[config.mk]
export PLATFORM = sky130hd
export DESIGN_NAME = pwmd_front
export DESIGN_NICKNAME = d
export VERILOG_FILES = /design/src/hw/rtl/pwmd_pkg.sv /design/src/hw/rtl/pwmd_front.sv
export SDC_FILE = /design/constraint.sdc
export NUM_CORES = 1
export LEC_CHECK = 0
export BUFFER_PORTS_ARGS = -buffer_cell sky130_fd_sc_hd__buf_2
export CAP_MARGIN = 0
export CORE_MARGIN = 4
export CORE_UTILIZATION = 55
export CTS_CLUSTER_DIAMETER = 200
export CTS_CLUSTER_SIZE = 28
export DETAILED_ROUTE_END_ITERATION = 7
export GPL_ROUTABILITY_DRIVEN = 0
export GPL_TIMING_DRIVEN = 0
export PLACE_DENSITY = 0.81
export SYNTH_ARGS = -nofsm -noshare
export SYNTH_HDL_FRONTEND = slang
export SYNTH_SLANG_ARGS = --single-unit
[constraint.sdc]
create_clock -name i_clk -period 7.3 [get_ports i_clk]
set_input_delay 0.73 -clock i_clk [delete_from_list [all_inputs] [get_ports i_clk]]
set_output_delay 0.73 -clock i_clk [all_outputs]
set_load 0.02 [all_outputs]
[src/hw/rtl/pwmd_pkg.sv]
`timescale 1ns / 1ps
`default_nettype none
// ----------------------------------------------------------------------------
// Peer wire deframer package
// Shared constants, codes and the beat types passed between the parser front,
// the operation queue and the map engine.
// ----------------------------------------------------------------------------
package pwmd_pkg;

    // Map geometry
    localparam int MAX_PIECES = 4096;
    localparam int PIECE_W    = $clog2(MAX_PIECES);
    localparam int COUNT_W    = PIECE_W + 1;
    localparam int MAP_DEPTH  = MAX_PIECES / 8;
    localparam int MAP_AW     = $clog2(MAP_DEPTH);
    localparam int BIT_W      = PIECE_W - MAP_AW;
    localparam int POS_W      = MAP_AW + 1;

    // Framing
    localparam int LEN_W          = 32;
    localparam int HDR_W          = 3;
    localparam int HAVE_IDX_BYTES = 4;
    localparam int HAVE_MSG_LEN   = HAVE_IDX_BYTES + 1;

    // Queue depths
    localparam int OPQ_DEPTH = 2;
    localparam int OPQ_AW    = $clog2(OPQ_DEPTH);
    localparam int RQ_DEPTH  = 2;
    localparam int RQ_AW     = $clog2(RQ_DEPTH);

    // Message ids
    localparam logic [7:0] MSG_CHOKE          = 8'd0;
    localparam logic [7:0] MSG_UNCHOKE        = 8'd1;
    localparam logic [7:0] MSG_INTERESTED     = 8'd2;
    localparam logic [7:0] MSG_NOT_INTERESTED = 8'd3;
    localparam logic [7:0] MSG_HAVE           = 8'd4;
    localparam logic [7:0] MSG_BITFIELD       = 8'd5;
    localparam logic [7:0] MSG_REQUEST        = 8'd6;
    localparam logic [7:0] MSG_PIECE          = 8'd7;
    localparam logic [7:0] MSG_CANCEL         = 8'd8;
    localparam logic [7:0] MSG_PORT           = 8'd9;

    typedef enum logic [1:0] {
        PH_LEN     = 2'd0,
        PH_ID      = 2'd1,
        PH_PAYLOAD = 2'd2,
        PH_SPARE   = 2'd3
    } t_phase;

    typedef enum logic [1:0] {
        KIND_FINISH = 2'd0,
        KIND_AVAIL  = 2'd1,
        KIND_QUERY  = 2'd2
    } t_kind;

    typedef enum logic [1:0] {
        ST_OK        = 2'd0,
        ST_KEEPALIVE = 2'd1,
        ST_BAD_ID    = 2'd2,
        ST_REPEAT_BF = 2'd3
    } t_status;

    // One classified item for the map engine
    typedef struct packed {
        logic              is_query;
        logic [BIT_W-1:0]  q_bit;
        logic              map_en;
        logic [MAP_AW-1:0] addr;
        logic [7:0]        mask;
        logic              fin_en;
        logic [7:0]        fin_id;
        t_status           fin_st;
        logic              choke;
        logic              interest;
    } t_op;

    // One result beat
    typedef struct packed {
        t_kind              kind;
        logic [7:0]         message_id;
        t_status            status;
        logic [PIECE_W-1:0] avail_base;
        logic [7:0]         avail_mask;
        logic               piece_available;
        logic               choke;
        logic               interest;
        logic               last;
    } t_res;

endpackage
`default_nettype wire

[src/hw/rtl/pwmd_front.sv]
`timescale 1ns / 1ps
`default_nettype none
// ----------------------------------------------------------------------------
// Peer wire deframer: parser front
// Frames the byte stream, keeps the peer flags and classifies each accepted
// beat into at most one map engine operation.
// ----------------------------------------------------------------------------
module pwmd_front (
    input  logic                         i_clk,
    input  logic                         i_rst_n,
    input  logic                         i_accept,
    input  logic                         i_cmd,
    input  logic [7:0]                   i_rx_byte,
    input  logic [pwmd_pkg::PIECE_W-1:0] i_query_index,
    input  logic [pwmd_pkg::COUNT_W-1:0] i_piece_count,
    output logic                         o_op_valid,
    output pwmd_pkg::t_op                o_op
);
    import pwmd_pkg::*;

    t_phase             r_phase, n_phase;
    logic [HDR_W-1:0]   r_hc, n_hc;
    logic [LEN_W-1:0]   r_len, n_len;
    logic [7:0]         r_id, n_id;
    logic [LEN_W-1:0]   r_left, n_left;
    logic [POS_W-1:0]   r_pos, n_pos;
    logic [LEN_W-1:0]   r_acc, n_acc;
    logic               r_choke, n_choke;
    logic               r_interest, n_interest;
    logic               r_seen, n_seen;

    logic [COUNT_W-1:0] lim;
    logic [7:0]         bf_mask;
    logic               fin;
    t_op                op;

    always_comb begin
        lim = (i_piece_count > COUNT_W'(MAX_PIECES)) ? COUNT_W'(MAX_PIECES) : i_piece_count;
        // MSB of the byte is the lowest piece of its group
        for (int k = 0; k < 8; k++) begin
            bf_mask[k] = i_rx_byte[7-k] &&
                         (COUNT_W'({r_pos[MAP_AW-1:0], BIT_W'(k)}) < lim);
        end
    end

    always_comb begin
        n_phase    = r_phase;
        n_hc       = r_hc;
        n_len      = r_len;
        n_id       = r_id;
        n_left     = r_left;
        n_pos      = r_pos;
        n_acc      = r_acc;
        n_choke    = r_choke;
        n_interest = r_interest;
        n_seen     = r_seen;
        fin        = 1'b0;
        op         = '0;
        op.fin_st  = ST_OK;

        if (i_accept) begin
            if (i_cmd) begin
                op.is_query = 1'b1;
                op.addr     = i_query_index[PIECE_W-1:BIT_W];
                op.q_bit    = i_query_index[BIT_W-1:0];
            end else begin
                unique case (r_phase) inside
                    PH_ID: begin
                        n_id   = i_rx_byte;
                        n_left = r_len - LEN_W'(1);
                        n_pos  = '0;
                        n_acc  = '0;
                        if (r_len == LEN_W'(1)) begin
                            fin = 1'b1;
                        end else begin
                            n_phase = PH_PAYLOAD;
                        end
                    end
                    PH_PAYLOAD: begin
                        if (r_id == MSG_BITFIELD && !r_pos[POS_W-1]) begin
                            op.map_en = |bf_mask;
                            op.addr   = r_pos[MAP_AW-1:0];
                            op.mask   = bf_mask;
                        end
                        if (r_id == MSG_HAVE && r_pos < POS_W'(HAVE_IDX_BYTES)) begin
                            n_acc = {r_acc[LEN_W-9:0], i_rx_byte};
                        end
                        // saturate once past the end of the map
                        if (!r_pos[POS_W-1]) begin
                            n_pos = r_pos + POS_W'(1);
                        end
                        n_left = r_left - LEN_W'(1);
                        if (r_left == LEN_W'(1)) begin
                            fin = 1'b1;
                        end
                    end
                    PH_LEN, PH_SPARE: begin
                        n_phase = PH_LEN;
                        n_len   = {r_len[LEN_W-9:0], i_rx_byte};
                        n_hc    = r_hc + HDR_W'(1);
                        if (n_hc[HDR_W-1]) begin
                            n_hc = '0;
                            if (n_len == '0) begin
                                op.fin_en = 1'b1;
                                op.fin_id = MSG_CHOKE;
                                op.fin_st = ST_KEEPALIVE;
                            end else begin
                                n_phase = PH_ID;
                            end
                        end
                    end
                endcase
            end

            if (fin) begin
                op.fin_en = 1'b1;
                op.fin_id = n_id;
                n_phase   = PH_LEN;
                unique case (n_id) inside
                    MSG_CHOKE:          n_choke = 1'b1;
                    MSG_UNCHOKE:        n_choke = 1'b0;
                    MSG_INTERESTED:     n_interest = 1'b1;
                    MSG_NOT_INTERESTED: n_interest = 1'b0;
                    MSG_HAVE: begin
                        if (r_len == LEN_W'(HAVE_MSG_LEN) &&
                            n_acc[LEN_W-1:COUNT_W] == '0 &&
                            n_acc[COUNT_W-1:0] < lim) begin
                            op.map_en = 1'b1;
                            op.addr   = n_acc[PIECE_W-1:BIT_W];
                            op.mask   = 8'b1 << n_acc[BIT_W-1:0];
                        end
                    end
                    MSG_BITFIELD: begin
                        op.fin_st = r_seen ? ST_REPEAT_BF : ST_OK;
                        n_seen    = 1'b1;
                    end
                    MSG_REQUEST, MSG_PIECE, MSG_CANCEL, MSG_PORT: ;
                    default: op.fin_st = ST_BAD_ID;
                endcase
            end
        end

        op.choke    = n_choke;
        op.interest = n_interest;
    end

    assign o_op       = op;
    assign o_op_valid = i_accept && (i_cmd || op.map_en || op.fin_en);

    always_ff @(posedge i_clk) begin
        if (!i_rst_n) begin
            r_phase    <= PH_LEN;
            r_hc       <= '0;
            r_len      <= '0;
            r_id       <= '0;
            r_left     <= '0;
            r_pos      <= '0;
            r_acc      <= '0;
            r_choke    <= 1'b1;
            r_interest <= 1'b0;
            r_seen     <= 1'b0;
        end else begin
            r_phase    <= n_phase;
            r_hc       <= n_hc;
            r_len      <= n_len;
            r_id       <= n_id;
            r_left     <= n_left;
            r_pos      <= n_pos;
            r_acc      <= n_acc;
            r_choke    <= n_choke;
            r_interest <= n_interest;
            r_seen     <= n_seen;
        end
    end

endmodule
`default_nettype wire

Yosys cells after proc, flatten, opt, wreduce, memory -nomap -nowiden
Cells that the tools add are included.
{"block": "op_classes", "eq_ne": 20, "addsub": 4, "bitwise": 1, "reduce_logical": 30, "shift": 1, "mux": 44, "order_cmp": 11}
{"operator": "one-hot mux 32 bit (2 select lines)", "count": 2}
{"operator": "less-than comparator 12 x 13 -> 1 bit", "count": 8}
{"operator": "two-way mux 32 bit", "count": 3}
{"operator": "two-way mux 18 bit", "count": 4}
{"operator": "equality test 32 x 1 -> 1 bit (second input constant)", "count": 2}
{"operator": "subtractor 32 x 1 -> 32 bit (second input constant)", "count": 2}
{"operator": "equality test 8 x 3 -> 1 bit (second input constant)", "count": 6}
{"operator": "two-way mux 11 bit", "count": 3}
{"operator": "two-way mux 33 bit", "count": 1}
{"operator": "equality test 32 x 3 -> 1 bit (second input constant)", "count": 1}
{"operator": "logical NOT 32 bit", "count": 1}
{"operator": "two-way mux 29 bit", "count": 1}
{"operator": "two-way mux 8 bit", "count": 3}
{"operator": "one-hot mux 10 bit (2 select lines)", "count": 1}
{"operator": "logical NOT 19 bit", "count": 1}
{"operator": "two-way mux 19 bit", "count": 1}
{"operator": "equality test 8 x 2 -> 1 bit (second input constant)", "count": 2}
{"operator": "equality test 8 x 4 -> 1 bit (second input constant)", "count": 2}
{"operator": "> comparator 13 bit (second input constant)", "count": 1}
{"operator": "logical AND 1 bit", "count": 13}
{"operator": "less-than comparator 13 bit", "count": 1}
{"operator": "two-way mux 13 bit", "count": 1}
{"operator": "two-way mux 1 bit", "count": 11}
{"operator": "adder 10 x 1 -> 10 bit (second input constant)", "count": 1}
{"operator": "other kinds (27)", "count": 39}
{"block": "word_totals", "word_cells": 122, "input_bits": 37, "register_bits": 122}

Logic depth before layout (Yosys ltp)
{"block": "depth", "depth_word": 16, "ltp_mapped": 18}

Worst setup path after synthesis
OpenSTA, ideal clock, no wires.
{"block": "synth_path", "path_type": "input to output", "from": "input port i_cmd", "to": "output port o_op[22] in the netlist's numbering", "path_stages": 16, "t_arrival_ns": 4.304, "setup_slack_ns": 2.266, "path_cell_list": "clkbuf_1 nor2_1 nand3_1 nor2_1 clkbuf_1 nand2_1 a21oi_1 ha_1 a21o_1 a21o_1 a2111oi_0 o221a_2 and4_1 buf_4 a221oi_1 a211oi_1"}
{"element": "start: declaration", "line_no": "pwmd_front.sv:12", "source": "input logic i_cmd,"}
{"element": "end: declaration", "line_no": "pwmd_front.sv:17", "source": "output pwmd_pkg::t_op o_op"}

==> impl_metrics.yaml <==
layout:
  layout_commonest_cell: "nand2_1"
  area_delta_synth_final_pct: 16.27
  fillerInstances: 1189
  final_util_pct: 66.20
  diodes: 0
  multi_input_area_sq_um: 4883
  nets: 1178
  register_area_sq_um: 2422
  layout-drive-gt1-share_pct: 12.56
  fin_cells: 1299
  mostFrequentLayoutCells: "165 x nand2_1, 121 x dfxtp_1, 110 x nor2_1"
logic_synthesis:
  synth.top_cell.area_share_pct: 31.62
  ys_types: 69
  synth.avg_cell_area_sq_um: 7.510
  ys.flop_type: "dfxtp_1"
  synth_area_leaders: "dfxtp_1 32%, nand2_1 8.1%, a21oi_1 6.6%, nor2_1 5.4%, ha_1 4.9%"
  syn_area_sq_um: 7660
  async_flop_share_pct: 0
  ys_seq_elements: 121
  synth_seq_area_share_pct: 31.62
  syn_inst: 1020
  syn-num-nets: 1087
  synth_edf_count: 0
  synth_top_area_cell: "dfxtp_1"
  yosysWarnings: 0
grt:
  grt_remaining_overflow: 0
  grt_max_degree: 17
  grt_busiest_layer: "met2"
  use_met3_pct: 8.002
  globalRouteMet2Util_pct: 46.17
  grt_pass1_wl_mm: 40.02
  met1_usage_pct: 43.37
  first_global_vias: 7646
  antenna_found_initial: 0
  track_usage_pct: 30.86
clocking:
  cts_buffers: 17
  cts_resized: 0
  path_clk_slew_ps: 60
  ctsHoldBuffers: 0
  clockBufferDepth: 2
  clock-sinks: 121
  cts.root.buffer_cell: "clkbuf_16"
  cts_setup_buffers: 0
  clk_latency_ps: 420
  h-tree-depth: 4
  cts_tree: "done"
floorplan:
  core_area_sq_um: 13450
  num_io_pins: 73
  die_w_um: 126.0
  num_rows: 42
  start_util_pct: 56.94
  dieArea_sq_um: 15880
  die_h_um: 126.0
placement:
  placed_cells: 1268
  post-dp-hpwl_mm: 18.34
  port_buffers: 72
route:
  vias: 8353
  wl_per_cell_um: 19.28
  vias_per_cell: 6.430
  drt_iter0_drc: 1124
  drcViolationCount: 0
  first_pass_iters: 7
  drtAntennaViolNets: 0
  wirelength_mm: 25.04
power_and_ir_drop:
  powerDensity_nw_per_um2: 205.6
  ir_drop_uv: 153.7
  p_clk_share_pct: 52.4
  power.share.sequential_pct: 36.7
  p_total_w: 0.001831
  p_comb_share_pct: 10.9
  p_sw_share_pct: 24.51
  p_sw_w: 0.0004488
  p_leak_nw: 3.698
  p_int_w: 0.001382
timing:
  finalCriticalPeriod_ps: 6428
  finalClockSkew_ps: 5.775
  post-route-period-util_pct: 88.05
  slew_headroom_pct: 15.08
  rsz0062_at_grt: "false"
  worst_pin_slew_ps: 1264
  clock.fmax_mhz: 155.6
  hold_viol_final: 0
  final.setup.tns_ps: 0
  drv_slew: 0
  setup-violations-final: 0
worst_hold_path:
  min_from: "r_hc[1]"
  holdCritPathClass: "reg2reg"
  holdPathStages: 2
  holdPathEnd: "r_hc[1]"
critical_path:
  r2r-start: "r_left[14]"
  r2r-end: "r_interest"
  r2r_cells: 7
  criticalPathCategory: "reg2out"
  end_kind: "output port"
  crit_arrival_ps: 5700
  crit_required_ps: 6570
  crit_fanout: 10
  r2r_slack_ps: 3820
  worstPathCellList: "inv_1 -> ha_1 -> clkbuf_1 -> nor2_1 -> nand3_1 -> nor2_1 -> clkbuf_1 -> nand2_1 -> a21oi_1 -> ha_1 -> nand4_1 -> or3_1 -> nor3_1 -> o21ai_0 -> and4_1 -> buf_4 -> a221o_1 -> o211a_1 -> buf_2"
  path_buf_inv: 5
  worst_setup_path_start_kind: "flip-flop"
  cp_top_family: "simple AND/OR/NAND/NOR gates"
  cp_slowest_stage_delay_ps: 430
  cp_slowest_cell: "nor2_1"
run:
  drv_cap: 0
run_status:
  status: "finished clean"
-- registers in the layout, indices dropped and copies added (netlist names), 2 cells and up --
signal,flops
r_acc,32
r_hc,2
r_id,8
r_left,32
r_len,32
r_phase,2
r_pos,10
-- power by group through the flow --
stage               clock network (W)  registers, W  logic (W)
floorplan                           0      0.000683   0.000130
detailed placement                  0      0.000686   0.000192
finish                       0.000959      0.000672   0.000200
global placement                    0      0.000685   0.000190
global route                 0.000988      0.000672   0.000216
CTS                          0.000957      0.000671   0.000193
-- synth_stat cells (14+ instances only) --
cell type  number
nand4_1        18
dfxtp_1       121
a22oi_1        24
clkbuf_1       53
nor4_1         22
xor2_1         14
nand3_1        25
nand2_1       165
nor3_1         27
mux2i_1        20
or3_1          15
inv_1          18
a211oi_1       15
nor2_1        110
a21oi_1       101
o21ai_0        37
xnor2_1        18
ha_1           30
-- layout make-up --
type                            count  area share [%]
Timing Repair Buffer               72           4.046
Clock buffer                       19           4.973
Inverter                           19          0.8008
Clock inverter                     12           2.501
Sequential cell                   121           27.20
Buffer                             63           3.175
Tap cell                          176           2.473
Multi-Input combinational cell    817           54.83
-- per-stage QoR --
stage                     instance area [sq um]  hold slack (ps)  worst slack, ps
after floorplan                            7660            440.0             2266
after global placement                     8240            449.0             1431
after detailed placement                   8240            453.9             1412
after CTS                                  8906            461.6             1131
after global routing                       8906            492.1            589.2
final                                      8906            467.5            872.3
-- layer usage --
metal	vias to the layer above	wire, um
met1	3837	10580
met3	91	2863
met4	0	821
li1	3910	-
met5	-	0
met2	515	10770
-- cell families after synthesis --
family | count (synthesis) | synth area share (%)
compound gates | 275 | 23.26
xor+xnor | 33 | 3.871
fa+ha+maj | 30 | 4.900
buf+inv | 82 | 4.623
flops | 121 | 31.62
mux | 23 | 3.054
simple gates | 456 | 28.67
-- how the worst max path moves through the flow --
stage	start	cells after the start	end	slack, ps
floorplan	i_cmd	16	o_op[22]	2270
global placement	i_cmd	18	o_op[29]	1430
detailed placement	i_cmd	18	o_op[27]	1410
CTS	r_phase[0]	19	o_op[29]	1130
global route	r_phase[0]	19	o_op[22]	590
finish	r_phase[0]	19	o_op[29]	870
-- tightest hold or removal path, stage by stage (launching register included) --
cell     delay, ps
dfxtp_1        310
nand2_1         60
a21oi_1         50
Note: power is estimated with default switching activity, not from simulation.
