==> config.mk <==
export PLATFORM = sky130hd
export DESIGN_NAME = pwmd_opq
export DESIGN_NICKNAME = d
export VERILOG_FILES = /design/src/hw/rtl/pwmd_pkg.sv /design/src/hw/rtl/pwmd_opq.sv
export SDC_FILE = /design/constraint.sdc
export NUM_CORES = 1
export LEC_CHECK = 0
export BUFFER_PORTS_ARGS = -buffer_cell sky130_fd_sc_hd__clkbuf_2
export CAP_MARGIN = 20
export CORE_UTILIZATION = 33
export DETAILED_ROUTE_END_ITERATION = 12
export PLACE_DENSITY = 0.55
export SETUP_SLACK_MARGIN = 0.3
export SYNTH_ARGS = -nofsm -noshare
export SYNTH_HDL_FRONTEND = slang
export SYNTH_SLANG_ARGS = --single-unit
export TNS_END_PERCENT = 50
==> constraint.sdc <==
create_clock -name i_clk -period 2.3 [get_ports i_clk]
set_input_delay 0.345 -clock i_clk [delete_from_list [all_inputs] [get_ports i_clk]]
set_output_delay 0.345 -clock i_clk [all_outputs]
set_load 0.01 [all_outputs]
==> src/hw/rtl/pwmd_pkg.sv <==
`timescale 1ns / 1ps
`default_nettype none
// ----------------------------------------------------------------------------
// Peer wire deframer package
// Shared constants, codes and the beat types passed between the parser front,
// the operation queue and the map engine.
// ----------------------------------------------------------------------------
package pwmd_pkg;

    // Map geometry
    localparam int MAX_PIECES = 4096;
    localparam int PIECE_W    = $clog2(MAX_PIECES);
    localparam int COUNT_W    = PIECE_W + 1;
    localparam int MAP_DEPTH  = MAX_PIECES / 8;
    localparam int MAP_AW     = $clog2(MAP_DEPTH);
    localparam int BIT_W      = PIECE_W - MAP_AW;
    localparam int POS_W      = MAP_AW + 1;

    // Framing
    localparam int LEN_W          = 32;
    localparam int HDR_W          = 3;
    localparam int HAVE_IDX_BYTES = 4;
    localparam int HAVE_MSG_LEN   = HAVE_IDX_BYTES + 1;

    // Queue depths
    localparam int OPQ_DEPTH = 2;
    localparam int OPQ_AW    = $clog2(OPQ_DEPTH);
    localparam int RQ_DEPTH  = 2;
    localparam int RQ_AW     = $clog2(RQ_DEPTH);

    // Message ids
    localparam logic [7:0] MSG_CHOKE          = 8'd0;
    localparam logic [7:0] MSG_UNCHOKE        = 8'd1;
    localparam logic [7:0] MSG_INTERESTED     = 8'd2;
    localparam logic [7:0] MSG_NOT_INTERESTED = 8'd3;
    localparam logic [7:0] MSG_HAVE           = 8'd4;
    localparam logic [7:0] MSG_BITFIELD       = 8'd5;
    localparam logic [7:0] MSG_REQUEST        = 8'd6;
    localparam logic [7:0] MSG_PIECE          = 8'd7;
    localparam logic [7:0] MSG_CANCEL         = 8'd8;
    localparam logic [7:0] MSG_PORT           = 8'd9;

    typedef enum logic [1:0] {
        PH_LEN     = 2'd0,
        PH_ID      = 2'd1,
        PH_PAYLOAD = 2'd2,
        PH_SPARE   = 2'd3
    } t_phase;

    typedef enum logic [1:0] {
        KIND_FINISH = 2'd0,
        KIND_AVAIL  = 2'd1,
        KIND_QUERY  = 2'd2
    } t_kind;

    typedef enum logic [1:0] {
        ST_OK        = 2'd0,
        ST_KEEPALIVE = 2'd1,
        ST_BAD_ID    = 2'd2,
        ST_REPEAT_BF = 2'd3
    } t_status;

    // One classified item for the map engine
    typedef struct packed {
        logic              is_query;
        logic [BIT_W-1:0]  q_bit;
        logic              map_en;
        logic [MAP_AW-1:0] addr;
        logic [7:0]        mask;
        logic              fin_en;
        logic [7:0]        fin_id;
        t_status           fin_st;
        logic              choke;
        logic              interest;
    } t_op;

    // One result beat
    typedef struct packed {
        t_kind              kind;
        logic [7:0]         message_id;
        t_status            status;
        logic [PIECE_W-1:0] avail_base;
        logic [7:0]         avail_mask;
        logic               piece_available;
        logic               choke;
        logic               interest;
        logic               last;
    } t_res;

endpackage
`default_nettype wire

==> src/hw/rtl/pwmd_opq.sv <==
`timescale 1ns / 1ps
`default_nettype none
// ----------------------------------------------------------------------------
// Peer wire deframer: operation queue
// Short queue that decouples the parser front from the map engine.
// ----------------------------------------------------------------------------
module pwmd_opq (
    input  logic          i_clk,
    input  logic          i_rst_n,
    input  logic          i_push,
    input  pwmd_pkg::t_op i_op,
    output logic          o_full,
    input  logic          i_pop,
    output logic          o_empty,
    output pwmd_pkg::t_op o_op
);
    import pwmd_pkg::*;

    t_op               r_slot [OPQ_DEPTH];
    logic [OPQ_AW-1:0] r_wr_ptr;
    logic [OPQ_AW-1:0] r_rd_ptr;
    logic [OPQ_AW:0]   r_count;

    assign o_full  = (r_count == (OPQ_AW+1)'(OPQ_DEPTH));
    assign o_empty = (r_count == '0);
    assign o_op    = r_slot[r_rd_ptr];

    always_ff @(posedge i_clk) begin
        if (!i_rst_n) begin
            r_wr_ptr <= '0;
            r_rd_ptr <= '0;
            r_count  <= '0;
        end else begin
            if (i_push) begin
                r_wr_ptr <= r_wr_ptr + OPQ_AW'(1);
            end
            if (i_pop) begin
                r_rd_ptr <= r_rd_ptr + OPQ_AW'(1);
            end
            if (i_push && !i_pop) begin
                r_count <= r_count + (OPQ_AW+1)'(1);
            end else if (!i_push && i_pop) begin
                r_count <= r_count - (OPQ_AW+1)'(1);
            end
        end
    end

    always_ff @(posedge i_clk) begin
        if (i_push) begin
            r_slot[r_wr_ptr] <= i_op;
        end
    end

endmodule
`default_nettype wire

Word level (Yosys, flattened, before mapping)
Memories as Yosys holds them, arrays and structs flattened. A register that Yosys moved wholly into a read port is not among the register bits.
Cells that the tools add are included.
{ "totals": {"mem_bits_ro": 0, "ram_bits": 70, "word_cells": 21, "output_inout_bits": 37, "latchBits": 0, "input_bits": 39, "mem_count": 1, "regBits": 4} }
{ "op_classes": {"n_addsub": 4, "shifts": 0, "n_lt_le_gt_ge": 0, "div": 0, "n_bitwise": 0, "n_mul": 0, "mux": 6, "n_eq_ne": 1, "n_reduce_logical": 6} }
{ "memory_table": {"columns": ["name", "depth", "word_bits", "read_ports", "rd_clocked_by_memory_dff", "wr", "line", "text"], "rows": [
  ["r_slot", 2, 35, 1, 1, 1, "pwmd_opq.sv:19", "t_op r_slot [OPQ_DEPTH];"]
]} }
{ "op_table": {"columns": ["operator", "n"], "rows": [
  ["$mux W1", 4],
  ["$mux W2", 2],
  ["$add A1 B1 Y1 const B", 2],
  ["$add A2 B1 Y2 const B", 1],
  ["$eq A2 B2 Y1 const B", 1],
  ["$logic_and A1 B1 Y1", 2],
  ["$logic_not A1 Y1", 2],
  ["$logic_not A2 Y1", 1],
  ["$reduce_bool A2 Y1", 1],
  ["$sub A2 B1 Y2 const B", 1]
]} }

Logic depth before layout (Yosys ltp)
Gate-level depths: netlist of the first run.
{ "logic_depth": {"word_depth": 4, "depth_mapped": 5, "depth_no_buf": 5} }

Least setup slack after synthesis of the first run
Ideal clock, no wire load.
{ "synth_timing": {"path_type": "input to register", "from": "input port i_push", "to": "memory r_slot[0][0] in the netlist's numbering, enable pin", "required_time_ns": 1.867, "n_path_buf": 0, "arrival_ns": 1.952, "cell_stages": 1, "setup_ns": 0.433, "setup_slack_ns": -0.084, "cell_sequence": "nor2b_1"} }
{ "synth_between": {"elab_chain_cells": 2} }
{ "synth_lines": {"columns": ["item", "line", "text"], "rows": [
  ["start: declaration", "pwmd_opq.sv:10", "input logic i_push,"],
  ["$mux W1", "pwmd_opq.sv:49", "if (i_push) begin"],
  ["$mux W1 (implied by the code)", "pwmd_opq.sv:50", "r_slot[r_wr_ptr] <= i_op;"],
  ["end: declaration", "pwmd_opq.sv:19", null]
]} }
Every way passes these cells.

==> parameters.txt, run 1 <==
Parameter                              Value

Outcome
  Outcome    completed

Worst setup path
  Chain of cells forming the critical path    buf_4 > mux2_2 > clkbuf_2
  Worst path slowest cell    sky130_fd_sc_hd__mux2_2
  Required time at the worst-slack endpoint    between 1500 and 2000 ps
  Crit path capture type    primary output
  Max stage delay on crit path    390 ps
  CP Class    register to primary output
  Crit start category    register
  R2r setup slk    1050 ps
  Crit-path max FO    22
  Arrival time worst endpoint    approximately 1500 ps

Timing
  Highest attainable clock frequency    546 MHz
  Period Utilization, post-route    between 70% and 80%
  Actual slew at the worst max-slew pin    between 500 and 600 ps
  Unrepaired setup endpoints after global routing    false
  Final hold vios    0
  Setup TNS Final    0 ps
  # setup viols final    0
  Worst setup skew after layout    around 6.6 ps
  Final max-slew violation count    0
  Min cycle time layout    1830 ps
  Worst slew margin relative to its limit    roughly two thirds

Logic synthesis
  Cell taking the most area after synthesis    sky130_fd_sc_hd__edfxtp_1
  Top cell types by occurrence after synthesis    sky130_fd_sc_hd__edfxtp_1 (70), sky130_fd_sc_hd__mux2_2 (35), sky130_fd_sc_hd__dfxtp_1 (5), sky130_fd_sc_hd__and2_1 (4), sky130_fd_sc_hd__buf_4 (3)
  Fraction of registers with async set or reset after synthesis    0%
  Cells after synthesis    about 130
  Number of flops mapped to enable cells by yosys    70
  Cell area after synthesis    around 2700 um2
  Most instantiated library cell after synthesis    sky130_fd_sc_hd__edfxtp_1
  Synth Warn #    0
  Average instance area after synthesis    ~21 um2
  Share of synthesized area occupied by flip-flops and latches    roughly 80%
  FF+latch count, synth    between 70 and 80
  Leading cell types by total area after synthesis    sky130_fd_sc_hd__edfxtp_1 (77%), sky130_fd_sc_hd__mux2_2 (14%), sky130_fd_sc_hd__dfxtp_1 (3.6%)
  Share of the synthesized area in the top cell type    roughly three quarters
  Count of distinct cell types in the synthesized netlist    17
  Primary FF master, synth    sky130_fd_sc_hd__edfxtp_1
  Number of nets in the synthesized netlist    between 150 and 200

Routing
  Routed metal-1 wire length    ~1900 um
  DRT antenna net count    0
  Via-to-Cell Ratio    between 4 and 5
  DRC    0
  Wire length per cell after detailed routing    13.9 um
  Total via count after detailed routing    1,433
  Number of design-rule violations left by the first detailed-router iteration    38
  Routed wire length on met2    about 2300 um
  Highest signal layer in the routed design    met4
  Total met3 wirelength after detailed routing    around 230 um
  Total iterations of the first detailed-routing run    6
  WL final    around 4500 um

Clock tree
  CTS Buffer Depth    2
  CTS sink cnt    75
  Clock slew seen by the registers of the worst setup and hold paths    80 ps
  Count of hold buffers inserted by post-cts repair    0
  Clock latency reported for the late side of the worst-skew pair    about 330 ps
  TritonCTS clock tree    yes
  CTS Buf Count    9
  Depth of the CTS H-tree    3
  CTS-repair resized insts    0
  Number of post-CTS setup repair buffers    0
  Root buffer cell    sky130_fd_sc_hd__clkbuf_8

Global routing
  Vias in the first global route    roughly 1,400
  Wire length of the first global-routing pass    about 7000 um
  Remaining global-route overflow    0
  Initial antenna violation count    0
  Maximum number of pins on one net before global-route repair    37
  Tot GR Track Use    between 10% and 20%

Floorplan
  Die Outline Area    slightly below 9000 um2
  I/O pin total    76
  Height of the die    93.2 um
  Core box area    7890 um2
  Initial standard-cell utilization of the core    a little over a third
  Chip width    slightly above 90 um
  Site row count    32

Finish
  Fin nets    between 200 and 300
  Area used by multi-input combinational logic    a little over 500 um2
  Layout cells sized above 1    between 50% and 60%
  Post-route cell area    approximately 3500 um2
  Fillers    700
  Area Growth Syn to Fin    26.2%
  Antenna diode count    0
  Register area    about 2200 um2

Pwr
  Power density cells    ~830 nW/um2
  P_leak    between 0.001 and 0.0015 uW
  VDD IR max    0.320 mV
  Design Power    ~2900 uW

Placement
  Dpl hpwl    slightly below 3000 um
  Number of buffers added on ports    75
  Final Wtd Congestion    roughly 0.66
  Cell area after placement    between 3000 and 4000 um2

Min path
  Worst hold path class    primary input to register

Flow run
  Max-cap violation count    0
[critical path: cells and delay by family (launching register included)]
family	cells	cell delay, ps
flops	1	330
mux	1	390
buf+inv	2	430
[logic make-up after synthesis]
logic type / synth area share, %
muxes: 14.4
buffers and inverters: 1.14
and+or+nand+nor: 2.05
AOI/OAI and AO/OA: 0.730
adders and majority gates: 0.456
DFF: 80.3
xor gates and xnor gates: 0.958
[per-layer routing]
| layer | GRT usage [%] | vias up |
|---|---|---|
| li1 | - | 676 |
| met3 | 3.25 | 7 |
| met4 | 7.31 | 0 |
| met1 | 13.0 | 701 |
| met2 | 18.1 | 49 |
| met5 | 0 | - |
[through the flow]
| stage | std cells | utilization (%) | hold slack, ps | setup WS, ps |
|---|---|---|---|---|
| floorplan | 131 | - | 444 | 579 |
| global placement | 308 | 41.4 | 485 | 825 |
| detailed placement | 308 | 41.4 | 508 | 811 |
| CTS | 324 | 43.9 | 177 | 437 |
| global route | 324 | 43.9 | 169 | 394 |
| finish | 324 | 43.9 | 197 | 469 |
[cells in the final DEF, fill, tap and decap left out, types with 2 or more instances in the layout]
master,count
sky130_fd_sc_hd__edfxtp_1,70
sky130_fd_sc_hd__clkinv_2,2
sky130_fd_sc_hd__xor2_1,2
sky130_fd_sc_hd__mux2_2,35
sky130_fd_sc_hd__clkbuf_2,75
sky130_fd_sc_hd__clkbuf_8,9
sky130_fd_sc_hd__buf_4,3
sky130_fd_sc_hd__clkinvlp_4,2
sky130_fd_sc_hd__dfxtp_1,5
sky130_fd_sc_hd__and2_1,3
[area by class of cell]
cell class                      instances  area share (%)
Sequential cell                        75            63.6
Multi-Input combinational cell         51            15.0
Timing Repair Buffer                   79            12.1
Tap cell                              102            3.69
Clock buffer                            9            3.58
Clock inverter                          7            1.95
Inverter                                1           0.108
[flip-flops by register name, indices dropped and copies added, names as in the netlist, named ones only]
| register | flops |
|---|---|
| r_wr_ptr | 1 |
| r_rd_ptr | 1 |
| r_count | 2 |
| r_slot | 70 |
[worst paths after layout]
| check | start | end | depth (start not counted) |
|---|---|---|---|
| setup / recovery | register | o_op[34] | 3 |
| setup reg to reg | r_wr_ptr | r_slot[0][14] | 2 |
| hold / removal | i_op[2] | r_slot[0][2] | 1 |
| hold reg to reg | r_count[1] | r_count[1] | 2 |
[where the power goes]
part | internal [uW] | total [uW] | leakage, uW | switching [uW]
combinational | 158 | 317 | 0.000529 | 160
clock | 497 | 950 | 0.0000931 | 454
sequential | 1570 | 1590 | 0.000699 | 20.4
total | 2230 | 2860 | 0.00132 | 634
Power figures use the tool's default switching activity.
==> inputs of run 2 (changes only) <==
==> constraint.sdc (replaced) <==
create_clock -name i_clk -period 1.5 [get_ports i_clk]
set_input_delay 0.225 -clock i_clk [delete_from_list [all_inputs] [get_ports i_clk]]
set_output_delay 0.225 -clock i_clk [all_outputs]
set_load 0.01 [all_outputs]
==> parameters.txt, run 2 (synthesis results as in run 1) <==
Parameter                              Value

Timing
  Unrepaired setup endpoints after global routing    true
  Min cycle time layout    approximately 1600 ps
  Final hold vios    0 (unchanged)
  # setup viols final    35 (+35)
  Final hold slack    67.1 ps (-130 ps)
  Worst slew margin relative to its limit    88.6% (+22 points)
  Setup WS post-layout    -86.9 ps (-556 ps)
  Worst setup skew after layout    7.75 ps (+1.16 ps)
  Period Utilization, post-route    106%
  Highest attainable clock frequency    630 MHz
  Final max-slew violation count    0 (unchanged)
  Actual slew at the worst max-slew pin    172 ps (-333 ps)

Finish
  Area Growth Syn to Fin    28.8%
  Fillers    714 (+2.0%)
  Register area    2210 um2 (+0.40%)
  Flip-flop count of the largest register after layout    70 (unchanged)
  Area used by multi-input combinational logic    522 um2 (+0.72%)
  Finished Layout Cells    327 (+0.93%)
  Fin nets    260 (+1.2%)
  Most common cell after layout, fill and taps aside    sky130_fd_sc_hd__clkbuf_2
  Leading registers by flop count    r_slot (70), r_count (2)
  Commonest non-fill, non-tap cells in the layout    sky130_fd_sc_hd__clkbuf_2 (73), sky130_fd_sc_hd__edfxtp_1 (70), sky130_fd_sc_hd__mux2_2 (34), sky130_fd_sc_hd__clkbuf_8 (9)
  Antenna diode count    0 (unchanged)
  Layout cells sized above 1    61.3% (+1.9 points)
  Final Util    44.8% (+0.92 points)
  Top reg by flops    r_slot

Clock tree
  Clock slew seen by the registers of the worst setup and hold paths    80 ps (about the same)
  CTS Buffer Depth    2 (unchanged)
  Root buffer cell    sky130_fd_sc_hd__clkbuf_8
  Depth of the CTS H-tree    3 (unchanged)
  Count of hold buffers inserted by post-cts repair    0 (unchanged)
  Clock latency reported for the late side of the worst-skew pair    340 ps (about the same)
  CTS Buf Count    9 (unchanged)
  Number of post-CTS setup repair buffers    0 (unchanged)
  CTS sink cnt    75 (unchanged)
  TritonCTS clock tree    yes

Placement
  Instance count after placement with tap cells included    311 (+0.97%)
  Number of buffers added on ports    75 (unchanged)
  Dpl hpwl    3050 um (+5.1%)
  Final Wtd Congestion    0.619 (-6.6%)

Routing
  WL final    4740 um (+5.3%)
  DRT antenna net count    0 (unchanged)
  Wire length per cell after detailed routing    14.5 um (+4.3%)
  Total via count after detailed routing    1,469 (+2.5%)
  DRC    0 (unchanged)
  Number of design-rule violations left by the first detailed-router iteration    30 (-21%)
  Total iterations of the first detailed-routing run    4 (-2)
  Via-to-Cell Ratio    4.49 (+1.6%)

Global routing
  Maximum number of pins on one net before global-route repair    27 (-27%)
  Wire length of the first global-routing pass    7210 um (+2.6%)
  Vias in the first global route    1,478 (+2.0%)
  Initial antenna violation count    1 (+1)
  Remaining global-route overflow    0 (unchanged)
  Tot GR Track Use    11.5% (+0.24 points)

Worst setup path
  Crit-path max FO    20 (-9.1%)
  Crit path capture type    primary output
  Arrival time worst endpoint    1360 ps (-130 ps)
  CP Class    register to primary output
  Required time at the worst-slack endpoint    1270 ps (-690 ps)
  Crit start category    register

Min path
  Worst hold path class    primary input to register

Pwr
  Power density cells    1260 nW/um2 (+53%)
  Design Power    4470 uW (+56%)
  VDD IR max    0.514 mV (+61%)
  P_leak    0.00135 uW (+2.0%)

Floorplan
  Site row count    32 (unchanged)
  Core box area    7890 um2 (unchanged)
  I/O pin total    76 (unchanged)
  Die Outline Area    8680 um2 (unchanged)
  Initial standard-cell utilization of the core    34.8% (unchanged)
  Height of the die    93.2 um (unchanged)
  Chip width    93.2 um (unchanged)

Outcome
  Outcome    finished with violations
  Failing checks    setup timing

Flow run
  Max-cap violation count    0 (unchanged)
run 2: cell types whose count changed in the layout (fill, tap and decap cells not counted), moves of 2 or more:
cell                       before  now
sky130_fd_sc_hd__buf_6          0    2
sky130_fd_sc_hd__dfxtp_1        5    2
sky130_fd_sc_hd__clkbuf_2      75   73
sky130_fd_sc_hd__dfxtp_4        0    2
sky130_fd_sc_hd__buf_12         1    3
run 2: area by class of cell:
class                      instances  area share [%]
clock buffer                      10            3.61
sequential                        75            62.6
clock inverter                     6            1.88
timing repair buffer              82            13.5
inverter                           1           0.106
tap                              102            3.61
multi-input combinational         51            14.8
run 2: where the power goes:
| group | internal, uW | total, uW | switching [uW] |
|---|---|---|---|
| registers | 2410 | 2450 | 33.8 |
| logic | 269 | 520 | 250 |
| clock network | 768 | 1500 | 736 |
run 2: worst max-delay path, stage by stage, from the launching register on:
cell	delay (ps)
sky130_fd_sc_hd__dfxtp_4	370
sky130_fd_sc_hd__buf_12	170
sky130_fd_sc_hd__mux2_2	350
sky130_fd_sc_hd__clkbuf_2	130
run 2: path summary, 6_finish.rpt:
kind | from | to | slack (ps) | depth (start not counted)
setup / recovery | register | o_op[1] | -90 | 3
hold / removal | i_op[33] | r_slot[0][33] | 70 | 1
hold reg to reg | r_count[1] | r_count[1] | 520 | 2
setup reg to reg | r_wr_ptr | r_slot[1][5] | 450 | 2
run 2: routing by layer:
metal,global-route usage (%),wire (um),vias to the layer above
li1,-,-,686
met1,13.9,2120,707
met2,17.0,2080,63
met3,4.88,443,11
met4,6.54,88,2
met5,0,11,-
run 2: timing repair:
item                                    4_1_cts  5_1_grt
pin swaps                                     0        0
resized for setup                             2        6
endpoints found under the setup margin       36       37
endpoints found under the hold margin         0        0
run 2: per-stage QoR:
stage,TNS [ps],area [um2],worst slack (ps)
final,-2130,3530,-86.9
after global placement,0,3320,269
after detailed placement,0,3320,253
after global routing,-4190,3530,-148
after floorplan,0,2750,224
after CTS,-3660,3520,-120
==> inputs of run 3 (changes only) <==
--- a/config.mk
+++ b/config.mk
@@ -7,6 +7,7 @@
 export LEC_CHECK = 0
 export BUFFER_PORTS_ARGS = -buffer_cell sky130_fd_sc_hd__clkbuf_2
 export CAP_MARGIN = 20
+export CORE_ASPECT_RATIO = 0.5
 export CORE_UTILIZATION = 33
 export DETAILED_ROUTE_END_ITERATION = 12
 export PLACE_DENSITY = 0.55
==> parameters.txt, run 3 (synthesis results as in run 1) <==
Parameter                              Value

Outcome
  Outcome    finished with violations
  Failing checks    setup timing

Timing
  Unrepaired setup endpoints after global routing    true
  Actual slew at the worst max-slew pin    205 ps (+33.2 ps)
  Highest attainable clock frequency    636 MHz (+0.86%)
  Period Utilization, post-route    105% (-0.90 points)
  Setup WS post-layout    -73.4 ps (+13.6 ps)
  Min cycle time layout    1570 ps (-13.6 ps)
  Setup TNS Final    -1780 ps (+357 ps)
  Worst setup skew after layout    4.01 ps (-3.75 ps)
  Final hold vios    0 (unchanged)
  Worst slew margin relative to its limit    86.3% (-2.2 points)
  # setup viols final    35 (unchanged)
  Final max-slew violation count    0 (unchanged)

Routing
  DRC    0 (unchanged)
  DRT antenna net count    0 (unchanged)
  Via-to-Cell Ratio    4.29 (-4.6%)
  Number of design-rule violations left by the first detailed-router iteration    70 (+130%)
  Wire length per cell after detailed routing    13.9 um (-4.4%)
  Total via count after detailed routing    1,436 (-2.2%)
  Total iterations of the first detailed-routing run    2 (-2)
  WL final    4640 um (-2.1%)

Flow run
  Max-cap violation count    0 (unchanged)

Placement
  Instance count after placement with tap cells included    319 (+2.6%)
  Number of buffers added on ports    75 (unchanged)
  Final Wtd Congestion    0.642 (+3.7%)
  Worst slack at placement    243 ps (-9.19 ps)
  Dpl hpwl    3130 um (+2.6%)

Clock tree
  CTS Buffer Depth    2 (unchanged)
  Depth of the CTS H-tree    3 (unchanged)
  Clock latency reported for the late side of the worst-skew pair    330 ps (about the same)
  CTS sink cnt    75 (unchanged)
  Clock slew seen by the registers of the worst setup and hold paths    50 ps (-30 ps)
  CTS Buf Count    9 (unchanged)
  TritonCTS clock tree    yes
  Root buffer cell    sky130_fd_sc_hd__clkbuf_16
  Count of hold buffers inserted by post-cts repair    0 (unchanged)

Finish
  Finished Layout Cells    335 (+2.4%)
  Area Growth Syn to Fin    33.5%
  Top reg by flops    r_slot
  Commonest non-fill, non-tap cells in the layout    sky130_fd_sc_hd__clkbuf_2 (74), sky130_fd_sc_hd__edfxtp_1 (70), sky130_fd_sc_hd__mux2_2 (29), sky130_fd_sc_hd__clkbuf_16 (9), sky130_fd_sc_hd__mux2_4 (6)
  Most common cell after layout, fill and taps aside    sky130_fd_sc_hd__clkbuf_2
  Flip-flop count of the largest register after layout    70 (unchanged)
  Leading registers by flop count    r_slot (70), r_count (2)
  Fin nets    258 (-0.77%)
  Antenna diode count    0 (unchanged)
  Layout cells sized above 1    59.6% (-1.7 points)

Global routing
  Grt met2 use    20.1% (+3.1 points)
  Global Route met3 Usage    6.02% (+1.1 points)
  Busiest metal layer after global routing    met2
  Routing usage on met1    12.4% (-1.5 points)
  Wire length of the first global-routing pass    7160 um (-0.76%)
  Maximum number of pins on one net before global-route repair    34 (+26%)
  Remaining global-route overflow    0 (unchanged)
  Tot GR Track Use    11.9% (+0.46 points)
  Vias in the first global route    1,493 (+1.0%)
  Initial antenna violation count    0 (-1)

Worst setup path
  Required time at the worst-slack endpoint    1270 ps (about the same)
  Worst path slowest cell    sky130_fd_sc_hd__dfxtp_4
  CP Class    register to primary output
  Chain of cells forming the critical path    buf_12 > mux2_2 > clkbuf_2
  Arrival time worst endpoint    1350 ps (about the same)
  Crit path capture type    primary output
  Crit start category    register
  Max stage delay on crit path    370 ps (about the same)
  Crit-path max FO    18 (-10%)

Pwr
  Power density cells    1360 nW/um2 (+7.8%)
  Design Power    4990 uW (+12%)
  P_leak    0.00141 uW (+4.3%)
  VDD IR max    0.583 mV (+13%)

Floorplan
  Chip width    131 um (+41%)
  I/O pin total    76 (unchanged)
  Die Outline Area    8700 um2 (+0.26%)
  Height of the die    66.5 um (-29%)
  Initial standard-cell utilization of the core    34.2% (-0.61 points)
  Core box area    8030 um2 (+1.8%)
  Site row count    23 (-28%)

Min path
  Worst hold path class    primary input to register
run 3: cell types whose count changed in the layout (fill, tap and decap cells not counted), moves of 3 or more:
| cell | change |
|---|---|
| sky130_fd_sc_hd__clkinv_1 | +3 |
| sky130_fd_sc_hd__clkbuf_8 | -9 |
| sky130_fd_sc_hd__mux2_4 | +5 |
| sky130_fd_sc_hd__mux2_2 | -5 |
| sky130_fd_sc_hd__clkbuf_16 | +9 |
| sky130_fd_sc_hd__buf_4 | -3 |
run 3: what timing repair did:
action,CTS,global route
endpoints found under the setup margin,36,52
buffers inserted,0,0
gates resized for setup,4,7
run 3: worst paths after layout:
kind | startpoint | end | slack, ps | cells past startpoint
worst min register to register | r_count[1] | r_count[1] | 500 | 2
worst max-delay path | register | o_op[34] | -70 | 3
worst min-delay path | i_op[31] | r_slot[1][31] | 80 | 1
worst max register to register | r_wr_ptr | r_slot[0][13] | 410 | 2
run 3: cell type report:
class / count / area (um2)
fill: 727 / 4370
sequential: 75 / 2210
multi-input combinational: 51 / 542
timing repair buffer: 80 / 482
clock buffer: 10 / 229
tap: 112 / 140
clock inverter: 6 / 56.3
inverter: 1 / 3.75
run 3: critical path: cells and delay by family (launching register included):
| kind | cells | cell delay (ps) |
|---|---|---|
| DFF | 1 | 370 |
| muxes | 1 | 360 |
| buffers and inverters | 2 | 290 |
run 3: metal layers:
metal | vias to the layer above | wire [um]
li1 | 685 | -
met1 | 713 | 1830
met2 | 29 | 2470
met3 | 9 | 256
met4 | 0 | 91
met5 | - | 0
run 3: stage by stage:
stage | cell area, um2 | utilization, % | hold slack, ps
after global routing | 3660 | 45.6 | 64.1
after floorplan | 2750 | - | 324
after CTS | 3640 | 45.3 | 67.1
after global placement | 3340 | 41.6 | 414
final | 3660 | 45.6 | 81.4
after detailed placement | 3340 | 41.6 | 417
run 3: where the power goes:
part	total (uW)	switching [uW]	internal, uW	leakage (uW)
sequential	2450	35.6	2420	0.000700
combinational	532	252	281	0.000574
clock	2010	740	1270	0.000131
